`config.mk`:
```
export PLATFORM = sky130hd
export DESIGN_NAME = counter_priority_scheduler_top_flat
export DESIGN_NICKNAME = d
export VERILOG_FILES = /design/src/hw/rtl/cps_pkg.sv /design/src/hw/rtl/cps_if.sv /design/src/hw/rtl/counter_priority_scheduler_top.sv /design/src/hw/rtl/cps_cell.sv /design/src/flat_wrapper.sv
export VERILOG_INCLUDE_DIRS = /design/src /design/src/hw/rtl
export SDC_FILE = /design/constraint.sdc
export NUM_CORES = 1
export LEC_CHECK = 0
export ABC_AREA = 1
export CORE_UTILIZATION = 45
export CTS_BUF_LIST = sky130_fd_sc_hd__clkbuf_16
export DETAILED_ROUTE_END_ITERATION = 12
export DONT_BUFFER_PORTS = 1
export HOLD_SLACK_MARGIN = 0.02
export PLACE_DENSITY = 0.61
export SLEW_MARGIN = 15
export SYNTH_ARGS = -nofsm -noshare
export SYNTH_HDL_FRONTEND = slang
export SYNTH_HIERARCHICAL = 1
export SYNTH_SLANG_ARGS = --single-unit
```
`constraint.sdc`:
```
create_clock -name clock -period 6.45 [get_ports clock]
set_clock_uncertainty 0.2 [all_clocks]
set_input_delay 0.3225 -clock clock [delete_from_list [all_inputs] [get_ports clock]]
set_output_delay 0.3225 -clock clock [all_outputs]
set_load 0.02 [all_outputs]
```
`src/hw/rtl/assert_macros.svh`:
```
// Assertion helpers for the RTL.
`ifndef ASSERT_MACROS_SVH
`define ASSERT_MACROS_SVH

`ifndef SYNTH

`define ASSERT_ALWAYS(label, clk, rst, prop, msg) \
   label: assert property (@(posedge clk) disable iff (rst) (prop)) else $error(msg);

`define ASSERT_NEXT(label, clk, rst, ante, cons, msg) \
   label: assert property (@(posedge clk) disable iff (rst) (ante) |=> (cons)) else $error(msg);

`else

`define ASSERT_ALWAYS(label, clk, rst, prop, msg)

`define ASSERT_NEXT(label, clk, rst, ante, cons, msg)

`endif

`endif

```
`src/hw/rtl/cps_pkg.sv`:
```
package cps_pkg;

   localparam int TASK_SLOTS   = 16;
   localparam int SLOT_W       = $clog2(TASK_SLOTS);
   localparam int CNT_W        = $clog2(TASK_SLOTS + 1);
   localparam int FUNC_W       = 2;
   localparam int SLOT_FIELD_W = 4;
   localparam int PRIO_W       = 7;
   localparam int SLICE_W      = 8;
   localparam int STATUS_W     = 2;
   localparam int SLICE_MAX    = 2 ** SLICE_W - 1;

   typedef enum logic [FUNC_W-1:0] {
      FN_TICK,
      FN_ADD,
      FN_SET,
      FN_NONE
   } func_type;

   typedef enum logic [STATUS_W-1:0] {
      ST_OK,
      ST_FULL,
      ST_NORUN,
      ST_BADSLOT
   } status_type;

   typedef enum logic [2:0] {
      OP_NOP,
      OP_LOAD,
      OP_MARK,
      OP_DEC,
      OP_RECOMP
   } cell_op_type;

   typedef struct packed {
      cell_op_type        op;
      logic [PRIO_W-1:0]  prio;
      logic               mark;
   } cell_cmd_type;

   // Wavefront that walks the chain, one cell per cycle.
   typedef struct packed {
      logic               valid;
      logic [SLOT_W-1:0]  best;
      logic [SLICE_W-1:0] top;
      logic               any;
   } scan_type;

endpackage

```
`src/hw/rtl/cps_if.sv`:
```
interface cps_req_if import cps_pkg::*; ();
   logic                    valid;
   logic                    ready;
   logic [FUNC_W-1:0]       func;
   logic [SLOT_FIELD_W-1:0] task_slot;
   logic [PRIO_W-1:0]       priority_req;
   logic                    runnable;

   modport source (output valid, func, task_slot, priority_req, runnable, input ready);
   modport sink   (input valid, func, task_slot, priority_req, runnable, output ready);
endinterface

interface cps_rsp_if import cps_pkg::*; ();
   logic                    valid;
   logic                    ready;
   logic [SLOT_FIELD_W-1:0] current_task;
   logic                    switched;
   logic [SLICE_W-1:0]      remaining;
   logic [SLOT_FIELD_W-1:0] new_task;
   logic [STATUS_W-1:0]     status;

   modport source (output valid, current_task, switched, remaining, new_task, status,
                   input ready);
   modport sink   (input valid, current_task, switched, remaining, new_task, status,
                   output ready);
endinterface

```
`src/hw/rtl/counter_priority_scheduler_top.sv`:
```
// Counter/priority time-slice scheduler over TASK_SLOTS task slots, slot 0 being the idle
// task. Every other slot lives in one cell of a chain; a reschedule sends a search
// wavefront down the chain one cell per cycle, and a recompute of all counters happens
// in every cell at once. One item is worked at a time: add, set, unused codes and ticks
// that do not reschedule go through the done state to the response register; a tick
// that reschedules waits in the scan state for the wavefront, and when every runnable
// counter was zero runs a recompute pass and a second scan. A new beat may be taken
// while the previous result still waits on the rsp side.
`include "assert_macros.svh"

module counter_priority_scheduler_top import cps_pkg::*; (
   input  logic      clock,
   input  logic      reset,
   cps_req_if.sink   req_bus,
   cps_rsp_if.source rsp_bus
);

   typedef enum logic [1:0] {
      S_IDLE,
      S_SCAN,
      S_RECOMP,
      S_DONE
   } state_type;

   state_type               state_ff, state_in;
   logic [CNT_W-1:0]        task_count_ff, task_count_in;
   logic [SLOT_W-1:0]       running_ff, running_in;
   logic [SLOT_W-1:0]       before_ff, before_in;
   logic [SLOT_W-1:0]       added_ff, added_in;
   status_type              status_ff, status_in;
   logic                    pass_ff, pass_in;
   logic                    launch_ff, launch_in;
   logic                    rsp_valid_ff, rsp_valid_in;
   logic [SLOT_FIELD_W-1:0] rsp_task_ff, rsp_task_in;
   logic                    rsp_switched_ff, rsp_switched_in;
   logic [SLICE_W-1:0]      rsp_remaining_ff, rsp_remaining_in;
   logic [SLOT_FIELD_W-1:0] rsp_new_ff, rsp_new_in;
   status_type              rsp_status_ff, rsp_status_in;

   cell_cmd_type       cmd;
   logic [SLOT_W-1:0]  sel_slot;
   logic [SLICE_W-1:0] slices [TASK_SLOTS];
   scan_type           chain [TASK_SLOTS];
   scan_type           tail;
   logic [SLICE_W-1:0] cur_slice;
   logic [CNT_W-1:0]   count_next;
   logic               accept;

   assign chain[0]  = '{valid: launch_ff, best: '0, top: '0, any: 1'b0};
   assign slices[0] = '0;
   assign tail      = chain[TASK_SLOTS-1];

   for (genvar g = 1; g < TASK_SLOTS; g++) begin : g_cell
      cps_cell u_cell (
         .clock     (clock),
         .reset     (reset),
         .slot_id   (SLOT_W'(g)),
         .cmd       (cmd),
         .sel       (sel_slot == SLOT_W'(g)),
         .scan_in   (chain[g-1]),
         .scan_out  (chain[g]),
         .slice_out (slices[g])
      );
   end

   assign cur_slice      = slices[running_ff];
   assign count_next     = task_count_ff + CNT_W'(1);
   assign req_bus.ready  = (state_ff == S_IDLE);
   assign accept         = req_bus.valid && req_bus.ready;

   always_comb begin
      state_in         = state_ff;
      task_count_in    = task_count_ff;
      running_in       = running_ff;
      before_in        = before_ff;
      added_in         = added_ff;
      status_in        = status_ff;
      pass_in          = pass_ff;
      launch_in        = 1'b0;
      rsp_valid_in     = rsp_valid_ff && !rsp_bus.ready;
      rsp_task_in      = rsp_task_ff;
      rsp_switched_in  = rsp_switched_ff;
      rsp_remaining_in = rsp_remaining_ff;
      rsp_new_in       = rsp_new_ff;
      rsp_status_in    = rsp_status_ff;
      cmd.op           = OP_NOP;
      cmd.prio         = req_bus.priority_req;
      cmd.mark         = req_bus.runnable;
      sel_slot         = '0;

      unique case (state_ff)
         S_IDLE: begin
            if (accept) begin
               before_in = running_ff;
               added_in  = '0;
               status_in = ST_OK;
               pass_in   = 1'b0;
               state_in  = S_DONE;
               unique case (func_type'(req_bus.func))
                  FN_TICK: begin
                     if (cur_slice == '0) begin
                        state_in  = S_SCAN;
                        launch_in = 1'b1;
                     end else begin
                        cmd.op   = OP_DEC;
                        sel_slot = running_ff;
                        if (cur_slice == SLICE_W'(1)) begin
                           state_in  = S_SCAN;
                           launch_in = 1'b1;
                        end
                     end
                  end
                  FN_ADD: begin
                     if (count_next >= CNT_W'(TASK_SLOTS)) begin
                        status_in = ST_FULL;
                     end else begin
                        task_count_in = count_next;
                        cmd.op        = OP_LOAD;
                        sel_slot      = SLOT_W'(count_next);
                        added_in      = SLOT_W'(count_next);
                     end
                  end
                  FN_SET: begin
                     if (req_bus.task_slot == '0 ||
                         CNT_W'(req_bus.task_slot) > task_count_ff) begin
                        status_in = ST_BADSLOT;
                     end else begin
                        cmd.op   = OP_MARK;
                        sel_slot = SLOT_W'(req_bus.task_slot);
                     end
                  end
                  FN_NONE: begin
                  end
               endcase
            end
         end
         S_SCAN: begin
            if (tail.valid) begin
               if (tail.best != '0) begin
                  running_in = tail.best;
                  state_in   = S_DONE;
               end else if (!tail.any || pass_ff) begin
                  running_in = '0;
                  status_in  = ST_NORUN;
                  state_in   = S_DONE;
               end else begin
                  state_in = S_RECOMP;
               end
            end
         end
         S_RECOMP: begin
            cmd.op    = OP_RECOMP;
            launch_in = 1'b1;
            pass_in   = 1'b1;
            state_in  = S_SCAN;
         end
         S_DONE: begin
            if (!rsp_valid_ff || rsp_bus.ready) begin
               rsp_valid_in     = 1'b1;
               rsp_task_in      = SLOT_FIELD_W'(running_ff);
               rsp_switched_in  = (running_ff != before_ff);
               rsp_remaining_in = cur_slice;
               rsp_new_in       = SLOT_FIELD_W'(added_ff);
               rsp_status_in    = status_ff;
               state_in         = S_IDLE;
            end
         end
      endcase
   end

   always_ff @(posedge clock) begin
      if (reset) begin
         state_ff      <= S_IDLE;
         task_count_ff <= '0;
         running_ff    <= '0;
         pass_ff       <= 1'b0;
         launch_ff     <= 1'b0;
         rsp_valid_ff  <= 1'b0;
      end else begin
         state_ff      <= state_in;
         task_count_ff <= task_count_in;
         running_ff    <= running_in;
         pass_ff       <= pass_in;
         launch_ff     <= launch_in;
         rsp_valid_ff  <= rsp_valid_in;
      end
      before_ff        <= before_in;
      added_ff         <= added_in;
      status_ff        <= status_in;
      rsp_task_ff      <= rsp_task_in;
      rsp_switched_ff  <= rsp_switched_in;
      rsp_remaining_ff <= rsp_remaining_in;
      rsp_new_ff       <= rsp_new_in;
      rsp_status_ff    <= rsp_status_in;
   end

   assign rsp_bus.valid        = rsp_valid_ff;
   assign rsp_bus.current_task = rsp_task_ff;
   assign rsp_bus.switched     = rsp_switched_ff;
   assign rsp_bus.remaining    = rsp_remaining_ff;
   assign rsp_bus.new_task     = rsp_new_ff;
   assign rsp_bus.status       = rsp_status_ff;

   `ASSERT_ALWAYS(a_run_in_table, clock, reset, CNT_W'(running_ff) <= task_count_ff, "running slot beyond table")
   `ASSERT_NEXT(a_count_grows, clock, reset, 1'b1, task_count_ff >= $past(task_count_ff), "task count shrank")
   `ASSERT_ALWAYS(a_scan_quiet, clock, reset, !tail.valid || state_ff == S_SCAN, "scan beat outside scan state")

endmodule

```
`src/hw/rtl/cps_cell.sv`:
```
module cps_cell import cps_pkg::*; (
   input  logic               clock,
   input  logic               reset,
   input  logic [SLOT_W-1:0]  slot_id,
   input  cell_cmd_type       cmd,
   input  logic               sel,
   input  scan_type           scan_in,
   output scan_type           scan_out,
   output logic [SLICE_W-1:0] slice_out
);

   logic [PRIO_W-1:0]  prio_ff, prio_in;
   logic [SLICE_W-1:0] slice_ff, slice_in;
   logic               ready_ff, ready_in;
   scan_type           scan_ff, scan_in_nxt;
   logic [SLICE_W:0]   sum;
   logic               wins;

   assign sum  = {1'b0, slice_ff >> 1} + (SLICE_W + 1)'(prio_ff);
   assign wins = ready_ff && (slice_ff > scan_in.top);

   always_comb begin
      prio_in  = prio_ff;
      slice_in = slice_ff;
      ready_in = ready_ff;
      case (cmd.op)
         OP_LOAD: begin
            if (sel) begin
               prio_in  = cmd.prio;
               slice_in = '0;
               ready_in = 1'b1;
            end
         end
         OP_MARK: begin
            if (sel) begin
               ready_in = cmd.mark;
            end
         end
         OP_DEC: begin
            if (sel) begin
               slice_in = slice_ff - SLICE_W'(1);
            end
         end
         OP_RECOMP: begin
            slice_in = (sum > (SLICE_W + 1)'(SLICE_MAX)) ? '1 : sum[SLICE_W-1:0];
         end
         default: begin
         end
      endcase

      scan_in_nxt       = scan_in;
      scan_in_nxt.any   = scan_in.any | ready_ff;
      if (wins) begin
         scan_in_nxt.best = slot_id;
         scan_in_nxt.top  = slice_ff;
      end
   end

   always_ff @(posedge clock) begin
      if (reset) begin
         prio_ff       <= '0;
         slice_ff      <= '0;
         ready_ff      <= 1'b0;
         scan_ff.valid <= 1'b0;
      end else begin
         prio_ff       <= prio_in;
         slice_ff      <= slice_in;
         ready_ff      <= ready_in;
         scan_ff.valid <= scan_in_nxt.valid;
      end
      scan_ff.best <= scan_in_nxt.best;
      scan_ff.top  <= scan_in_nxt.top;
      scan_ff.any  <= scan_in_nxt.any;
   end

   assign scan_out  = scan_ff;
   assign slice_out = slice_ff;

endmodule
```
`src/flat_wrapper.sv`:
```
// flat-port wrapper written by rule: the top's interface ports become plain ports
module counter_priority_scheduler_top_flat import cps_pkg::*;
  (clock, reset, req_bus_valid, req_bus_func, req_bus_task_slot, req_bus_priority_req, req_bus_runnable, req_bus_ready, rsp_bus_valid, rsp_bus_current_task, rsp_bus_switched, rsp_bus_remaining, rsp_bus_new_task, rsp_bus_status, rsp_bus_ready);
  cps_req_if req_bus_i ();
  cps_rsp_if rsp_bus_i ();
  input  logic clock;
  input  logic reset;
  input wire logic [$bits(req_bus_i.valid)-1:0] req_bus_valid;
  input wire logic [$bits(req_bus_i.func)-1:0] req_bus_func;
  input wire logic [$bits(req_bus_i.task_slot)-1:0] req_bus_task_slot;
  input wire logic [$bits(req_bus_i.priority_req)-1:0] req_bus_priority_req;
  input wire logic [$bits(req_bus_i.runnable)-1:0] req_bus_runnable;
  output wire logic [$bits(req_bus_i.ready)-1:0] req_bus_ready;
  output wire logic [$bits(rsp_bus_i.valid)-1:0] rsp_bus_valid;
  output wire logic [$bits(rsp_bus_i.current_task)-1:0] rsp_bus_current_task;
  output wire logic [$bits(rsp_bus_i.switched)-1:0] rsp_bus_switched;
  output wire logic [$bits(rsp_bus_i.remaining)-1:0] rsp_bus_remaining;
  output wire logic [$bits(rsp_bus_i.new_task)-1:0] rsp_bus_new_task;
  output wire logic [$bits(rsp_bus_i.status)-1:0] rsp_bus_status;
  input wire logic [$bits(rsp_bus_i.ready)-1:0] rsp_bus_ready;
  assign req_bus_i.valid = req_bus_valid;
  assign req_bus_i.func = req_bus_func;
  assign req_bus_i.task_slot = req_bus_task_slot;
  assign req_bus_i.priority_req = req_bus_priority_req;
  assign req_bus_i.runnable = req_bus_runnable;
  assign req_bus_ready = req_bus_i.ready;
  assign rsp_bus_valid = rsp_bus_i.valid;
  assign rsp_bus_current_task = rsp_bus_i.current_task;
  assign rsp_bus_switched = rsp_bus_i.switched;
  assign rsp_bus_remaining = rsp_bus_i.remaining;
  assign rsp_bus_new_task = rsp_bus_i.new_task;
  assign rsp_bus_status = rsp_bus_i.status;
  assign rsp_bus_i.ready = rsp_bus_ready;
  counter_priority_scheduler_top u_core (.clock(clock), .reset(reset), .req_bus(req_bus_i), .rsp_bus(rsp_bus_i));
endmodule
```
### After elaboration in Yosys (flattened, before gate mapping)

Cells that the tools add are included.

* bitwise gates (word level): 16
* $lt $le $gt $ge: 33
* shift operators: 0
* add/sub/neg operators: 31
* multiplexer cells: 162
* reduce and logical (&&, ||, !) cells: 85
* div/mod/pow operators: 0
* eq/ne operators: 76
* $mul: 0

Operators with widths (count)
* $mux W8: 60
* $pmux W8 S3: 15
* $add A7 B7 Y8: 15
* $gt A8 B8 Y1 const B: 15
* $sub A8 B1 Y8 const B: 15
* $gt A8 B8 Y1: 14
* $reduce_and A3 Y1: 32
* $ne A2 B1 Y1 const B: 29
* $ne A2 B2 Y1 const B: 21
* $mux W1: 40
* $reduce_and A2 Y1: 18
* $pmux W1 S2: 17
* $bmux W8 S4: 1
* $eq A4 B4 Y1 const B: 8
* $mux W2: 14
* $mux W4: 7
* $logic_and A1 B1 Y1: 17
* $eq A4 B3 Y1 const B: 4
* $or A1 B1 Y1: 14
* $pmux W4 S3: 1
* $ge A5 B5 Y1 const B: 2
* $mux W9: 1
* $pmux W3 S3: 1
* $eq A4 B2 Y1 const B: 2
* 27 further kinds: 40

* bits in latches: 0
* word-level logic and storage cells: 521
* memories: 0
* bits in writable memories: 0
* memory bits (read-only): 0
* output and inout bits: 21
* register bits after elaboration: 474
* bits of input ports: 18

### Longest topological paths before layout

Gate-level depths: netlist of run 1.

* word-level depth: 12
* gate-level depth with buffers: 25

### Hierarchy

The synthesis of run 1 kept the hierarchy.

Modules (own cells, without submodules)
* cps_cell (u_core.g_cell[10].u_cell ...): times used 10, area an instance 1849.3 um2, cells an instance 275, seq. area each 600.6 um2
* cps_cell (u_core.g_cell[1].u_cell ...): times used 2, area an instance 1859.3 um2, cells an instance 277, seq. area each 600.6 um2
* counter_priority_scheduler_top: times used 1, area an instance 3637.2 um2, cells an instance 569, seq. area each 1151.1 um2
* cps_cell (u_core.g_cell[15].u_cell): times used 1, area an instance 1903.1 um2, cells an instance 285, seq. area each 600.6 um2
* cps_cell (u_core.g_cell[8].u_cell): times used 1, area an instance 1853.0 um2, cells an instance 276, seq. area each 600.6 um2
* cps_cell (u_core.g_cell[9].u_cell): times used 1, area an instance 1848.0 um2, cells an instance 275, seq. area each 600.6 um2

### Worst setup path before layout of run 1

OpenSTA, ideal clock, no wires.

* kind: reg-to-reg
* start point: reg u_core.task_count_ff[3]
* end point: reg u_core.g_cell[1].u_cell.slice_ff[7]
* stages on the path, launching flop included: 18
* data arrival time: 4.151 ns
* setup time: 0.109 ns
* slack: 1.991 ns
* path through: dfxtp_1 inv_1 ha_1 a21oi_1 o21ai_0 nand3_1 o41ai_1 nor2_1 inv_1 a21oi_1 inv_1 nand3_1 nand2_1 buf_6 o21ai_0 inv_1 nand2_1 inv_1

RTL lines
* start: declaration: line counter_priority_scheduler_top.sv:26 `logic [CNT_W-1:0] task_count_ff, task_count_in;`
* start signal: assignment: line counter_priority_scheduler_top.sv:181 `task_count_ff <= task_count_in;`
* end signal: assignment: line cps_cell.sv:67 `slice_ff <= slice_in;`
* end: declaration: line cps_cell.sv:13 `logic [SLICE_W-1:0] slice_ff, slice_in;`

==> results of run 1 <==
-- power by group through the flow --
stage | Clock (W) | Combinational, W | Sequential (W)
floorplan | 0 | 0.00113 | 0.00341
global placement | 0 | 0.00132 | 0.00356
detailed placement | 0 | 0.00135 | 0.00356
CTS | 0.00346 | 0.00142 | 0.00349
global route | 0.00358 | 0.00165 | 0.00351
finish | 0.00339 | 0.00143 | 0.00350
-- sequential cells by signal, summed over array words and instances (netlist names), 2 cells and up --
signal and flops:
u_core/state_ff 2, u_core/running_ff 4, u_core/g_cell.u_cell/ready_ff 15, u_core/rsp_bus.status 2, u_core/added_ff 4, u_core/rsp_bus.remaining 8
u_core/status_ff 2, u_core/g_cell.u_cell/scan_out 202, u_core/rsp_bus.current_task 4, u_core/g_cell.u_cell/prio_ff 105, u_core/rsp_bus.new_task 4, u_core/before_ff 4
u_core/task_count_ff 5, u_core/g_cell.u_cell/slice_out 120
-- worst register-to-register path: stages, from the launching register on --
cell,delay [ns]
dfxtp_2,0.90
inv_2,0.45
nor2_1,0.19
o21ai_1,0.09
nand2_1,0.08
nand3_1,0.13
nand2_1,0.13
inv_2,0.04
nand2_1,0.09
nor2_4,0.06
nand2_4,0.09
nand2_1,0.14
a21oi_4,0.94
inv_1,0.26
nor2_2,0.19
nand2_1,0.08
nand2_2,0.23
nand2_1,0.09
a21oi_1,0.13
a21oi_1,0.07
dlygate4sd3_1,0.56
-- final cells by class --
cell class,count,area [um^2]
multi-input combinational,3408,17900
clock buffer,60,1500
clock inverter,52,470
sequential,485,10000
tap,931,1160
timing repair buffer,44,518
inverter,764,2880
fill,6988,34100
-- routing by layer --
metal,up-vias,global-route usage,wire length [um]
met1,13128,0.351,42800
met4,0,0.0670,2170
met3,117,0.0296,4320
li1,15127,-,-
met5,-,0,0
met2,566,0.413,40400
-- metrics by stage --
stage | cell area, um^2 | total power, W
floorplan | 31500 | 0.00454
global placement | 32000 | 0.00488
detailed placement | 32000 | 0.00491
CTS | 34500 | 0.00838
global route | 34500 | 0.00875
finish | 34500 | 0.00831
-- what timing repair did --
action | in CTS | in global routing
hold endpoints to repair | 292 | 0
setup endpoints to repair | 0 | 0
resized for setup | 0 | 0
hold buffers | 36 | 0
-- worst max path at each step --
| stage | to | startpoint | slack (ns) | cells past startpoint |
|---|---|---|---|---|
| after floorplan | u_core/g_cell[1].u_cell/slice_out[7] | u_core/task_count_ff[3] | 1.99 | 17 |
| after global placement | u_core/g_cell[1].u_cell/slice_out[5] | u_core/running_ff[1] | 1.77 | 21 |
| after detailed placement | u_core/g_cell[1].u_cell/slice_out[6] | u_core/running_ff[1] | 1.69 | 21 |
| after CTS | u_core/g_cell[13].u_cell/slice_out[3] | u_core/running_ff[1] | 1.25 | 20 |
| after global routing | u_core/g_cell[13].u_cell/slice_out[3] | u_core/running_ff[1] | 0.90 | 21 |
| final | u_core/g_cell[13].u_cell/slice_out[3] | u_core/running_ff[1] | 1.21 | 20 |
==> impl_metrics.yaml, run 1 <==
status:
  status: "complete, no violations"
worst_setup_path:
  crit_path_top_delay_cell: "a21oi_4"
  critical_path.startpoint_type: "flop"
  critical_path.n_buffers_inverters: 4
  crit_path_frequent_cell: "nand2_1"
  critical_path_required_ns: 6.76
  worst_path_max_fanout: 42
  cp_slowest_stage_delay_ns: 0.94
  reg2reg_slack_ns: 1.21
  crit_family: "simple AND/OR/NAND/NOR gates"
  r2r_end: "u_core/g_cell[13].u_cell/slice_out[3]"
  r2r_cells: 20
  worst_setup_path_end_kind: "flop"
  crit_arrival_ns: 5.55
  chain_of_cells_forming_the_critical_path: "inv_2, nor2_1, o21ai_1, nand2_1, nand3_1, nand2_1, inv_2, nand2_1, nor2_4, nand2_4, nand2_1, a21oi_4, inv_1, nor2_2, nand2_1, nand2_2, nand2_1, a21oi_1, a21oi_1, dlygate4sd3_1"
  crit_type: "flop to flop"
  regToRegStartpoint: "u_core/running_ff[1]"
pwr:
  sw_share: 0.313
  worst_ir_drop_vdd_mv: 0.200
  p_seq_frac: 0.421
  cellInternalPower_w: 0.00571
  power.clock.fraction: 0.407
  total_switching_power_w: 0.00260
  p_leak_nw: 17.4
  power-per-cell-area_nw_per_um2: 241
  power.share.combinational: 0.172
layout:
  fin_cells: 5744
  syn2layout_area_growth_pct: 10.4
  insertedDiodeCount: 0
  finish.utilization: 0.502
  layout-drive-gt1-share: 0.0634
  commonest_cells_after_routing_fill_and_taps_aside: "1218 x nand2_1, 740 x inv_1, 505 x nand3_1"
  nets: 5044
  mostFrequentLayoutCell: "nand2_1"
min_path:
  hold_path.startpoint: "u_core/g_cell[9].u_cell/scan_out[13]"
  holdCritPathClass: "flop to flop"
  timing.hold.worst_endpoint: "u_core/g_cell[10].u_cell/scan_out[13]"
  worst_hold_path.num_cells: 2
yosys:
  mappedNetlistArea_um2: 31200
  ys_warn_count: 6
  post_synthesis_cell_count: 4677
  synth.avg_cell_area_um2: 6.67
floorplanning:
  fp.dieW_um: 265
  fp.coreArea_um2: 68600
  floorplan.rows: 96
  die_h_um: 265
  floorplan.die_area_um2: 70400
  ioPinCount: 39
  starting_density_of_the_core: 0.455
global_route:
  antenna_found_initial: 2
  grt_max_degree: 72
  via_count_of_the_first_global_routing_pass: 26367
  first_pass_grt_wire_length_mm: 143
  grt_use_total: 0.253
  overflow: 0
cts:
  clock_tree.buffer_depth: 3
  cts_max_level: 2
  cts_root_buffer_type: "clkbuf_16"
  tritoncts_clock_tree: "done"
  clk_latency_ns: 0.64
  cts.clk_slew.worst_paths_ns: 0.06
  cts_post_setup_buffers_inserted: 0
  cts.sinks: 485
  cts_buffers: 59
timing:
  max_clock_freq_mhz: 191
  setup_tns_after_final_layout_ns: 0
  final.min_clock_period_ns: 5.24
  worst_hold_slack_ns: 0.202
  hold_violations: 0
  finalSetupViolations: 0
  final.setup.worst_slack_ns: 1.21
  timing.final.max_slew_violations: 0
  post-route-period-util: 0.813
  timing.max_slew.rel_slack: 0.229
  tightestPinTransition_ns: 1.15
  rsz_0062_raised_after_global_routing: "no"
flow_run:
  cap_viol_max_count: 0
routing:
  vias_per_cell: 5.04
  drc_errors: 0
  num_vias: 28938
  drtIter0Drc: 2054
  wl_per_cell_um: 15.6
  final_antenna_net_count: 0
  detailedRoute.firstPassIterationCount: 6
  routed_wl_mm: 89.7
place:
  dp_hpwl_mm: 64.6
  routabilityCongestion: 0.900
  dp_cells: 5596
  pre_cts_ws_ns: 1.69
  port_buffers: 0
Power figures use the tool's default switching activity.
==> run 2: changes to the inputs <==
Settings changed: PLACE_DENSITY 0.61 to 0.63.
Clock period 6.45 ns to 4.34 ns, I/O delays scaled along.
==> impl_metrics.yaml, run 2 (synthesis gave the netlist of run 1 again) <==
status:
  status: "complete, no violations"
timing:
  timing.final.max_slew_violations: 0
  hold_violations: 0
  timing.max_slew.rel_slack: 0.385
  rsz_0062_raised_after_global_routing: "no"
  max_clock_freq_mhz: 248
  finalSetupViolations: 0
  post-route-period-util: 0.931
  tightestPinTransition_ns: 0.922
  setup_tns_after_final_layout_ns: 0
  final.min_clock_period_ns: 4.04
layout:
  area.sequential_um2: 10000
  commonest_cells_after_routing_fill_and_taps_aside: "1218 x nand2_1, 739 x inv_1, 505 x nand3_1"
  filler_cell_count: 6983
  layout-drive-gt1-share: 0.0758
  multi_input_area_um2: 17900
  insertedDiodeCount: 0
  number_of_flip_flops_in_the_largest_register: 202
  nets: 5109
  mostFrequentLayoutCell: "nand2_1"
  syn2layout_area_growth_pct: 11.3
global_route:
  first_pass_grt_wire_length_mm: 144
  grt_max_degree: 72
  via_count_of_the_first_global_routing_pass: 26863
  overflow: 0
  antenna_found_initial: 4
  grt_use_total: 0.256
cts:
  clk_latency_ns: 0.64
  clock_tree.buffer_depth: 3
  cts_buffers: 55
  cts.clk_slew.worst_paths_ns: 0.06
  cts_post_setup_buffers_inserted: 0
  cts.sinks: 485
  cts_root_buffer_type: "clkbuf_16"
  tritoncts_clock_tree: "done"
  cts_max_level: 2
worst_setup_path:
  worst_path_max_fanout: 21
  critical_path.startpoint_type: "flop"
  worst_setup_path_end_kind: "flop"
  regToRegStartpoint: "u_core/running_ff[1]"
  crit_arrival_ns: 4.35
  critical_path_required_ns: 4.65
  reg2reg_slack_ns: 0.30
  r2r_end: "u_core/g_cell[15].u_cell/prio_ff[4]"
  r2r_cells: 21
  crit_type: "flop to flop"
place:
  dp_hpwl_mm: 66.3
  routabilityCongestion: 0.928
  port_buffers: 0
floorplanning:
  fp.dieW_um: 265
  starting_density_of_the_core: 0.455
  floorplan.die_area_um2: 70400
  ioPinCount: 39
  floorplan.rows: 96
  fp.coreArea_um2: 68600
  die_h_um: 265
pwr:
  power-per-cell-area_nw_per_um2: 345
  worst_ir_drop_vdd_mv: 0.279
  p_leak_nw: 17.7
  p_total_w: 0.0120
routing:
  final_antenna_net_count: 0
  vias_per_cell: 5.08
  drtIter0Drc: 2133
  wl_per_cell_um: 15.7
  num_vias: 29463
  drc_errors: 0
  detailedRoute.firstPassIterationCount: 6
  routed_wl_mm: 91.0
min_path:
  hold_path.startpoint: "req_bus_task_slot[1]"
  worst_hold_path.num_cells: 7
  timing.hold.worst_endpoint: "u_core/g_cell[1].u_cell/ready_ff"
  holdCritPathClass: "input pin to flop"
flow_run:
  cap_viol_max_count: 0
run 2: cell count changes in the layout (fill, tap and decap cells not counted), moves of 2 or more:
cell	change
clkinv_4	+4
clkinvlp_4	-2
inv_4	+2
buf_4	+68
clkinv_1	-5
clkinv_2	-2
bufinv_16	-5
clkbuf_16	-4
run 2: power by group:
group	internal, W	leakage [nW]	switching (W)
sequential	0.00475	4.03	0.000270
clock	0.00252	0.879	0.00200
combinational	0.000848	12.8	0.00158
total	0.00812	17.7	0.00386
run 2: worst max path at each step:
stage                         startpoint  depth (start not counted)                               endpoint  slack (ns)
floorplan             u_core/state_ff[1]                          8  u_core/g_cell[15].u_cell/slice_out[2]        0.47
global placement    u_core/running_ff[1]                         19     u_core/g_cell[2].u_cell/prio_ff[5]        0.75
detailed placement  u_core/running_ff[1]                         18     u_core/g_cell[2].u_cell/prio_ff[3]        0.72
CTS                 u_core/running_ff[1]                         18     u_core/g_cell[4].u_cell/prio_ff[1]        0.31
global route        u_core/running_ff[1]                         19     u_core/g_cell[4].u_cell/prio_ff[1]        0.03
finish              u_core/running_ff[1]                         21    u_core/g_cell[15].u_cell/prio_ff[4]        0.30
run 2: stage by stage:
stage	instance area [um^2]	worst slack, ns	hold slack (ns)	util	std cells
after floorplan	31500	0.468	0.0794	-	4756
after CTS	34700	0.309	0.0450	0.506	5801
after detailed placement	32600	0.721	0.107	0.475	5665
after global routing	34700	0.0343	0.134	0.506	5801
final	34700	0.301	0.0883	0.506	5801
after global placement	32600	0.745	0.103	0.475	5665
run 2: per-layer routing:
layer  vias to the layer above  share of wire  track usage
met3                       158          0.061       0.0375
met2                       685           0.44        0.414
met4                         0          0.033       0.0875
li1                      15262              -            -
met5                         -              0            0
met1                     13358           0.47        0.348
run 2: final cells by class:
| cell class | count | area share |
|---|---|---|
| multi-input combinational | 3408 | 0.516 |
| sequential | 485 | 0.288 |
| inverter | 764 | 0.0828 |
| clock buffer | 56 | 0.0403 |
| tap | 931 | 0.0335 |
| timing repair buffer | 113 | 0.0302 |
| clock inverter | 44 | 0.00911 |
run 2: critical path, stage by stage, from the launching register on:
cell and delay (ns):
dfxtp_2 0.60, inv_2 0.28, nor2_1 0.16, o21ai_1 0.07, nand2_1 0.08, nand3_1 0.12, nand2_1 0.14, inv_2 0.03
nand2_1 0.10, nor2_4 0.06, nand2_4 0.09, nand2_1 0.14, a21oi_4 0.17, buf_4 0.27, inv_1 0.11, nor2_2 0.12
nand2_2 0.10, nor2_4 0.21, inv_2 0.12, nor2_1 0.12, dlygate4sd3_1 0.57, nor2_1 0.05
run 2: repair_timing:
| action | 4_1_cts | 5_1_grt |
|---|---|---|
| resized for setup | 0 | 1 |
| setup endpoints to repair | 0 | 1 |
| hold buffers | 36 | 0 |
| hold endpoints to repair | 300 | 0 |
==> run 3: changes to the inputs <==
Settings changed: GPL_ROUTABILITY_DRIVEN set to 0, REMOVE_ABC_BUFFERS set to 1.
==> impl_metrics.yaml, run 3 (synthesis gave the netlist of run 1 again) <==
global_route:
  overflow: 0
  antenna_found_initial: 1
  via_count_of_the_first_global_routing_pass: 26590
  grt_max_degree: 72
  grt_use_total: 0.258
  first_pass_grt_wire_length_mm: 145
layout:
  nets: 5130
  fin_cells: 5828
  post-route-cell-area_um2: 35200
  number_of_flip_flops_in_the_largest_register: 202
  syn2layout_area_growth_pct: 12.8
  mostFrequentLayoutCell: "nand2_1"
  commonest_cells_after_routing_fill_and_taps_aside: "1218 x nand2_1, 740 x inv_1, 505 x nand3_1"
  layout-drive-gt1-share: 0.0805
min_path:
  timing.hold.worst_endpoint: "u_core/g_cell[1].u_cell/ready_ff"
  hold_path.startpoint: "req_bus_task_slot[1]"
  worst_hold_path.num_cells: 7
  holdCritPathClass: "input pin to flop"
flow_run:
  cap_viol_max_count: 0
cts:
  clk_latency_ns: 0.62
  cts_max_level: 2
  cts.clk_slew.worst_paths_ns: 0.06
  cts_buffers: 57
  cts.sinks: 485
  cts_root_buffer_type: "clkbuf_16"
  clock_tree.buffer_depth: 3
  tritoncts_clock_tree: "done"
floorplanning:
  fp.dieW_um: 265
  fp.coreArea_um2: 68600
  die_h_um: 265
  starting_density_of_the_core: 0.455
  ioPinCount: 39
  floorplan.die_area_um2: 70400
  floorplan.rows: 96
worst_setup_path:
  worst_path_max_fanout: 17
  crit_type: "flop to flop"
  r2r_end: "u_core/g_cell[5].u_cell/slice_out[3]"
  critical_path_required_ns: 4.65
  r2r_cells: 20
  reg2reg_slack_ns: 0.26
  regToRegStartpoint: "u_core/running_ff[1]"
  crit_arrival_ns: 4.38
  worst_setup_path_end_kind: "flop"
  critical_path.startpoint_type: "flop"
routing:
  routed_wl_mm: 92.0
  drc_errors: 0
  drtIter0Drc: 2023
  detailedRoute.firstPassIterationCount: 5
  final_antenna_net_count: 0
  num_vias: 29551
  vias_per_cell: 5.07
  wl_per_cell_um: 15.8
place:
  dp_hpwl_mm: 67.9
  placed_cell_area_um2: 32700
  port_buffers: 0
  dp_cells: 5683
timing:
  setup_tns_after_final_layout_ns: 0
  hold_violations: 0
  post-route-period-util: 0.940
  final.min_clock_period_ns: 4.08
  max_clock_freq_mhz: 245
  finalSetupViolations: 0
  worst_hold_slack_ns: 0.119
  timing.max_slew.rel_slack: 0.424
  rsz_0062_raised_after_global_routing: "no"
  tightestPinTransition_ns: 0.863
  timing.final.max_slew_violations: 0
pwr:
  p_leak_nw: 17.9
  worst_ir_drop_vdd_mv: 0.263
  p_total_w: 0.0126
  power-per-cell-area_nw_per_um2: 357
status:
  status: "complete, no violations"
## run 3: cell count changes in the layout (fill, tap and decap cells not counted), moves of 2 or more
| cell | change |
|---|---|
| buf_12 | +3 |
| buf_4 | +15 |
| bufinv_16 | +7 |
| clkbuf_16 | +2 |
| inv_6 | -3 |
## run 3: layer usage
layer | vias up | wire, um | GRT usage | share of wire
met4 | 0 | 2000 | 0.0669 | 0.022
met2 | 765 | 40700 | 0.414 | 0.44
met3 | 121 | 6390 | 0.0424 | 0.069
met5 | - | 0 | 0 | 0
li1 | 15275 | - | - | -
met1 | 13390 | 42900 | 0.358 | 0.47
## run 3: worst max-delay path, stage by stage (launching register included)
cell	delay, ns
dfxtp_2	0.56
buf_4	0.30
nand3_1	0.10
nand3_1	0.11
nand3_1	0.15
nand2_1	0.14
inv_2	0.04
nand2_2	0.07
nor2_4	0.05
nand2_4	0.09
nand2_1	0.14
a21oi_4	0.38
buf_12	0.22
inv_1	0.10
nor2_2	0.13
nand2_1	0.08
nand2_2	0.21
nand2_1	0.10
a21oi_1	0.13
a21oi_1	0.07
dlygate4sd3_1	0.57
## run 3: what timing repair did
item,CTS,global route
endpoints found under the hold margin,289,0
resized for setup,0,2
endpoints found under the setup margin,0,3
hold buffers,37,0
setup buffers,0,0
## run 3: per-stage QoR
step                       util  setup WS [ns]
after floorplan               -          -1.35
after global placement    0.477          0.640
after detailed placement  0.477          0.601
after CTS                 0.513          0.186
after global routing      0.513         0.0214
final                     0.513          0.262
## run 3: report_power, final
part | switching (W) | internal (W)
logic | 0.00161 | 0.000874
clock network | 0.00202 | 0.00303
registers | 0.000268 | 0.00475
total | 0.00390 | 0.00865
## run 3: area by class of cell
type | count | area, um^2
fillers | 6874 | 33400
well taps | 931 | 1160
diodes | 1 | 2.50
inverters | 764 | 2880
repair buffers | 132 | 1230
flip-flops and latches | 485 | 10000
clock inverters | 49 | 520
clock buffers | 58 | 1450
multi-input cells | 3408 | 17900
## run 3: how the worst max path moves through the flow
stage                              start                                    to  slack, ns  depth (start not counted)
CTS                 u_core/running_ff[0]  u_core/g_cell[5].u_cell/slice_out[3]       0.19                         19
floorplan           u_core/running_ff[0]  u_core/g_cell[1].u_cell/slice_out[2]      -1.35                         19
global route        u_core/running_ff[1]  u_core/g_cell[5].u_cell/slice_out[3]       0.02                         20
finish              u_core/running_ff[1]  u_core/g_cell[5].u_cell/slice_out[3]       0.26                         20
detailed placement  u_core/running_ff[0]  u_core/g_cell[7].u_cell/slice_out[5]       0.60                         20
global placement    u_core/running_ff[0]  u_core/g_cell[7].u_cell/slice_out[5]       0.64                         23
